==> src/sv/sdsq_pkg.sv <==
`timescale 1ns / 1ps
// Shared types and codes of the sprite depth-sort queue.
// No dependencies; imported by the controller, the datapath and the top level.
package sdsq_pkg;

  localparam int LIST_DEPTH_DEF = 64;

  // Request actions
  localparam logic [1:0] ACT_CLEAR  = 2'd0;
  localparam logic [1:0] ACT_INSERT = 2'd1;
  localparam logic [1:0] ACT_DRAIN  = 2'd2;

  // Result kinds
  localparam logic [2:0] KIND_INSERTED = 3'd0;
  localparam logic [2:0] KIND_CULLED   = 3'd1;
  localparam logic [2:0] KIND_DROPPED  = 3'd2;
  localparam logic [2:0] KIND_CLEARED  = 3'd3;
  localparam logic [2:0] KIND_ENTRY    = 3'd4;
  localparam logic [2:0] KIND_EMPTY    = 3'd5;

  // Configuration register indexes
  localparam logic [1:0] CFG_VIEW_X = 2'd0;
  localparam logic [1:0] CFG_VIEW_Y = 2'd1;
  localparam logic [1:0] CFG_VIEW_W = 2'd2;
  localparam logic [1:0] CFG_VIEW_H = 2'd3;

  typedef struct packed {
    logic [1:0]         action;
    logic [15:0]        sprite_id;
    logic signed [15:0] pos_x;
    logic signed [15:0] pos_y;
    logic [10:0]        anchor_x;
    logic [10:0]        anchor_y;
    logic [10:0]        frame_w;
    logic [10:0]        frame_h;
  } in_item_t;

  typedef struct packed {
    logic [2:0]         kind;
    logic [15:0]        out_sprite;
    logic [10:0]        dest_x;
    logic [10:0]        dest_y;
    logic [10:0]        dest_w;
    logic [10:0]        dest_h;
    logic signed [15:0] depth_key;
    logic               last;
  } out_item_t;

  // Link-memory write selections
  typedef enum logic [2:0] {
    NXW_NONE,
    NXW_SLOT_NULL,  // next[slot] = 0
    NXW_SLOT_HEAD,  // next[slot] = head
    NXW_SLOT_CUR,   // next[slot] = next[cur]
    NXW_CUR_SLOT    // next[cur]  = slot
  } nxw_t;

  typedef struct packed {
    logic       item_load;
    logic       pay_key_we;
    nxw_t       nxw;
    logic       rd_en;
    logic       rd_next;      // 0: read at head, 1: read at fetched next link
    logic       head_to_slot;
    logic       used_inc;
    logic       list_reset;
    logic       walk_start;
    logic       walk_adv;
    logic       cnt_set_one;
    logic       cnt_used;
    logic       cnt_inc;
    logic       cnt_dec;
    logic       out_entry;
    logic       out_resp;
    logic [2:0] resp_kind;
  } dp_cmd_t;

  typedef struct packed {
    logic [1:0] action;
    logic       cull;
    logic       full;
    logic       empty;
    logic       used_one;
    logic       head_gt;
    logic       walk_stop;
    logic       walk_end;
    logic       cnt_one;
    logic       out_free;
  } dp_sts_t;

endpackage

==> src/sv/sdsq_ctrl.sv <==
`timescale 1ns / 1ps
// Controller of the sprite depth-sort queue: sequences clear, clip, insert walk and drain.
// Depends on sdsq_pkg; drives the datapath through dp_cmd_t, reads dp_sts_t.
module sdsq_ctrl
  import sdsq_pkg::*;
(
  input  logic    clk,
  input  logic    rst_n,
  input  logic    in_valid,
  output logic    in_ready,
  input  dp_sts_t sts,
  output dp_cmd_t cmd
);

  typedef enum logic [3:0] {
    ST_IDLE,
    ST_DISPATCH,
    ST_CLIP_B,
    ST_CLIP_C,
    ST_INS_DEC,
    ST_INS_HEAD,
    ST_INS_WALK,
    ST_LINK1,
    ST_LINK2,
    ST_DR_EMIT,
    ST_RESP
  } state_t;

  state_t     state_r, state_nxt;
  logic [2:0] resp_kind_r, resp_kind_nxt;

  assign in_ready = (state_r == ST_IDLE);

  always_comb begin
    state_nxt     = state_r;
    resp_kind_nxt = resp_kind_r;
    cmd           = '0;
    cmd.nxw       = NXW_NONE;
    cmd.resp_kind = resp_kind_r;
    unique case (state_r)
      ST_IDLE: begin
        if (in_valid) begin
          cmd.item_load = 1'b1;
          state_nxt     = ST_DISPATCH;
        end
      end
      ST_DISPATCH: begin
        unique case (sts.action)
          ACT_CLEAR: begin
            cmd.list_reset = 1'b1;
            resp_kind_nxt  = KIND_CLEARED;
            state_nxt      = ST_RESP;
          end
          ACT_INSERT: state_nxt = ST_CLIP_B;
          ACT_DRAIN: begin
            if (sts.empty) begin
              resp_kind_nxt = KIND_EMPTY;
              state_nxt     = ST_RESP;
            end else begin
              cmd.rd_en    = 1'b1;
              cmd.cnt_used = 1'b1;
              state_nxt    = ST_DR_EMIT;
            end
          end
          default: state_nxt = ST_IDLE;
        endcase
      end
      ST_CLIP_B: state_nxt = ST_CLIP_C;
      ST_CLIP_C: state_nxt = ST_INS_DEC;
      ST_INS_DEC: begin
        if (sts.cull) begin
          resp_kind_nxt = KIND_CULLED;
          state_nxt     = ST_RESP;
        end else if (sts.full) begin
          resp_kind_nxt = KIND_DROPPED;
          state_nxt     = ST_RESP;
        end else begin
          cmd.pay_key_we = 1'b1;
          if (sts.empty) begin
            cmd.nxw          = NXW_SLOT_NULL;
            cmd.head_to_slot = 1'b1;
            cmd.used_inc     = 1'b1;
            resp_kind_nxt    = KIND_INSERTED;
            state_nxt        = ST_RESP;
          end else begin
            cmd.rd_en = 1'b1;
            state_nxt = ST_INS_HEAD;
          end
        end
      end
      ST_INS_HEAD: begin
        if (sts.head_gt) begin
          cmd.nxw          = NXW_SLOT_HEAD;
          cmd.head_to_slot = 1'b1;
          cmd.used_inc     = 1'b1;
          resp_kind_nxt    = KIND_INSERTED;
          state_nxt        = ST_RESP;
        end else begin
          cmd.walk_start = 1'b1;
          if (sts.used_one) begin
            state_nxt = ST_LINK1;
          end else begin
            cmd.cnt_set_one = 1'b1;
            cmd.rd_en       = 1'b1;
            cmd.rd_next     = 1'b1;
            state_nxt       = ST_INS_WALK;
          end
        end
      end
      ST_INS_WALK: begin
        if (sts.walk_stop) begin
          state_nxt = ST_LINK1;
        end else begin
          cmd.walk_adv = 1'b1;
          if (sts.walk_end) begin
            state_nxt = ST_LINK1;
          end else begin
            cmd.cnt_inc = 1'b1;
            cmd.rd_en   = 1'b1;
            cmd.rd_next = 1'b1;
          end
        end
      end
      ST_LINK1: begin
        cmd.nxw   = NXW_SLOT_CUR;
        state_nxt = ST_LINK2;
      end
      ST_LINK2: begin
        cmd.nxw       = NXW_CUR_SLOT;
        cmd.used_inc  = 1'b1;
        resp_kind_nxt = KIND_INSERTED;
        state_nxt     = ST_RESP;
      end
      ST_DR_EMIT: begin
        if (sts.out_free) begin
          cmd.out_entry = 1'b1;
          if (sts.cnt_one) begin
            cmd.list_reset = 1'b1;
            state_nxt      = ST_IDLE;
          end else begin
            cmd.cnt_dec = 1'b1;
            cmd.rd_en   = 1'b1;
            cmd.rd_next = 1'b1;
          end
        end
      end
      ST_RESP: begin
        if (sts.out_free) begin
          cmd.out_resp = 1'b1;
          state_nxt    = ST_IDLE;
        end
      end
      default: state_nxt = ST_IDLE;
    endcase
  end

  always_ff @(posedge clk) begin
    if (!rst_n) begin
      state_r     <= ST_IDLE;
      resp_kind_r <= KIND_INSERTED;
    end else begin
      state_r     <= state_nxt;
      resp_kind_r <= resp_kind_nxt;
    end
  end

endmodule

==> config.mk <==
export PLATFORM = sky130hd
export DESIGN_NAME = sdsq_ctrl
export DESIGN_NICKNAME = d
export VERILOG_FILES = /design/src/sv/sdsq_pkg.sv /design/src/sv/sdsq_ctrl.sv
export SDC_FILE = /design/constraint.sdc
export NUM_CORES = 1
export LEC_CHECK = 0
export BUFFER_PORTS_ARGS = -buffer_cell sky130_fd_sc_hd__buf_2
export CAP_MARGIN = 30
export CORE_AREA = 2 2 44 46
export DETAILED_ROUTE_END_ITERATION = 16
export DIE_AREA = 0 0 46 48
export PLACE_DENSITY = 0.79
export SLEW_MARGIN = 40
export SYNTH_ARGS = -nofsm -noshare
export SYNTH_HDL_FRONTEND = slang
export SYNTH_SLANG_ARGS = --single-unit
==> constraint.sdc <==
create_clock -name clk -period 2.4 [get_ports clk]
set_input_delay 0 -clock clk [delete_from_list [all_inputs] [get_ports clk]]
set_output_delay 0 -clock clk [all_outputs]
set_load 0.01 [all_outputs]
==> summary.md <==
| Metric | Value |
|---|---|
| Status | finished, final reports clean |
| Final nets | 150 |
| Reg2reg end | resp_kind_r[0] |
| Worst-Skew Late Latency | 0.25 ns |
| Root buffer cell | clkbuf_4 |
| Tcrit/Tclk final | 0.858 |
| Pwr Density | 1020 nW/um2 |
| Max incr delay on CP | 0.58 ns |
| #FFs+latches synth | 7 |
| Final worst slack | 0.342 ns |
| Unique masters post-synth | 46 |
| Fill cells | 165 |
| Via density | 5.99 |
| Worst slew margin | 0.636 |
| Post-Place Cells | 148 |
| Slowest library cell on the worst path | dfxtp_1 |
| Crit start category | flip-flop |
| Reported max-cap violation count | 0 |
| Place WS | 0.597 ns |
| Worst Tran Pin Value | 0.546 ns |
| Element type at the critical path end | output pin |
| Synthesized area per cell | 7.77 um2 |
| DRT Pass-1 Iters | 4 |
| Worst-path fanout max | 14 |
| Mapped Cells | 103 |
| Buffers on Ports | 35 |
| # IOs | 36 |
| Design Area, Final | 982 um2 |
| Arrival time at the worst endpoint | 2.06 ns |
| Initial core utilization | 0.474 |
| CORE AREA | 1690 um2 |
| CP required | 2.40 ns |
| Hold Path Sink | state_r[3] |
| CTS tree | built |
| Num rows | 15 |
| DR WL/cell | 14.6 um |
| Skew final | 0.00409 ns |
| Chip Height | 48 um |
| Largest net degree at the start of global routing | 17 |
| Max Clk Rate | 486 MHz |
| R2r worst-path depth | 5 |
| Setup violators final | 0 |
| Die footprint | 2210 um2 |
| Global-route wire length before repair | 3600 um |
| Final critical-path required period | 2.06 ns |
| Most common cell on crit path | nand2b_1 |
| Post-CTS Setup Inserts | 0 |
| Largest area contributor in the netlist | dfxtp_1 |
| Leakage power | 0.463 nW |
| Diodes inserted | 0 |
| Critical-path cell list | nand2b_1, nor3_1, or3_1, nand2b_1, buf_2 |
| Critical path origin | state_r[1] |
| Cts bufs inserted | 3 |
| Antenna viol nets, final | 0 |
| Mapped Area | 801 um2 |
| RSZ-0062 raised after global routing | false |
| Post_cts resized | 0 |
| Die extent in x | 46 um |
| TritonCTS Sinks | 7 |
| Clock Pin Slew Worst Setup and Hold Paths | 0.06 ns |
| Total GRT Usage | 0.222 |
| Number of flops mapped to enable cells by yosys | 0 |
| Layout cells sized above 1 | 0.378 |
| DRC Markers | 0 |
| Syn_nets | 117 |
| Hold Slack | 0.0455 ns |
| Synth top area share | 0.175 |
| Final Slew Violations | 0 |
| Area Overhead vs Synth | 22.7% |
| Cell Count, Final, Fillers Out | 152 |
| Ys async rst share | 0 |
| Vias in the first global route | 792 |
| Setup TNS Final | 0 ns |
| Initial antenna violation count | 0 |
| H-Tree Depth | 1 |
| Reg2reg setup slack | 0.53 ns |
| Placed Area | 956 um2 |
| HP Class | in -> reg |
| Yosys warning count | 0 |
| Primary FF master, synth | dfxtp_1 |
| Hold Crit Depth | 3 |
| Area contributors post-synth | dfxtp_1 (18%), nor4_4 (8.0%), nand2_1 (5.6%) |
| DR vias | 910 |
| Clk buf depth | 2 |
| Hold path startpoint | rst_n |
| Hold buffers post-CTS | 0 |
| Final Hold Viols | 0 |
| Reg-to-Reg Start | state_r[0] |
| Grt total ovfl | 0 |
| Post-synthesis sequential area ratio | 0.175 |
| WL final | 2220 um |
| Iteration-0 DRC Markers | 32 |
| Hpwl dp | 1730 um |
| GP Congestion | 0.930 |
| Setup Crit Path Kind | reg -> out |
| VDD IR max | 0.000856 V |
cell usage after synthesis, types with 2 or more instances:
library cell and n:
nor4_1 2, a21oi_1 3, buf_4 2, nor2_1 8, nand3b_1 2, or2_1 2
a21oi_2 2, dfxtp_1 7, nor4_4 3, nand2b_1 6, inv_1 2, buf_2 3
nor3_1 6, mux2i_1 3, nand2_1 12, nor2b_1 5, a32o_1 2, o21ai_0 5
logic make-up after synthesis:
group	count (synthesis)	share of synthesized area
buffers and inverters	10	0.0703
flip-flops	7	0.175
AND/OR/NAND/NOR	57	0.469
multiplexers	3	0.0375
AO/OA/AOI/OAI	26	0.248
registers in the layout, indices dropped and copies added, names as in the netlist:
register / flops
state_r: 4
resp_kind_r: 3
layout by cell type (no fill, tap or decap), drive strengths merged:
master,synthesis,routed
a21boi,1,1
o32ai,1,1
o31ai,1,1
o31a,1,1
a21oi,5,5
dfxtp,7,7
o221ai,1,1
and3b,1,1
clkbuf,1,4
o21ai,5,5
nor2,8,8
o211a,1,1
buf,7,36
nor4b,1,1
or2b,1,1
and2,1,1
nor2b,6,6
o2bb2ai,1,1
o22ai,1,1
nor3,7,7
or2,3,3
nand2,12,12
a21o,1,1
nand4,1,1
a211oi,1,1
a311oi,1,1
a221o,1,1
o211ai,1,1
inv,2,2
or3,1,1
a211o,1,1
mux2i,3,3
a32o,2,2
nand3b,2,2
nand3,1,1
nand2b,7,7
nor4,5,5
per-stage QoR:
| step | utilization | power (mW) |
|---|---|---|
| 2_1_floorplan | - | 0.731 |
| 4_1_cts | 0.581 | 0.990 |
| 3_3_place_gp | 0.566 | 0.863 |
| 6_report | 0.581 | 0.999 |
| 3_5_place_dp | 0.566 | 0.878 |
| 5_1_grt | 0.581 | 1.08 |
worst max-delay path: cells and delay by family (launching register included):
kind | cells | cell delay, ns
and+or+nand+nor | 4 | 1.07
DFF | 1 | 0.58
buffers and inverters | 1 | 0.14
metal layers:
metal,vias up,share of wire,track usage
met3,2,0.074,0.0113
met4,0,0.0068,0.0800
met1,416,0.43,0.301
met2,47,0.49,0.372
li1,445,-,-
met5,-,0,0
report_power, final:
group / internal [mW] / leakage, nW / switching (mW) / total (mW)
Clock: 0.0638 / 0.0150 / 0.0480 / 0.112
Sequential: 0.161 / 0.0574 / 0.100 / 0.262
Combinational: 0.276 / 0.390 / 0.350 / 0.626
Total: 0.501 / 0.463 / 0.498 / 0.999
cell type report:
cell class              count  area, um2  area share
clock buffers               4       26.3      0.0268
inverters                   2       7.51     0.00764
multi-input cells          86        604       0.615
flip-flops and latches      7        140       0.143
well taps                  17       21.3      0.0217
repair buffers             36        183       0.186
worst max path at each step:
| stage | endpoint | slack (ns) | depth (start not counted) |
|---|---|---|---|
| after floorplan | resp_kind_r[0] | 0.92 | 6 |
| after global placement | cmd[15] | 0.66 | 5 |
| after detailed placement | resp_kind_r[0] | 0.60 | 5 |
| after CTS | cmd[15] | 0.37 | 5 |
| after global routing | cmd[15] | 0.22 | 5 |
| final | cmd[15] | 0.34 | 5 |
(Power assumes the default switching activity.)
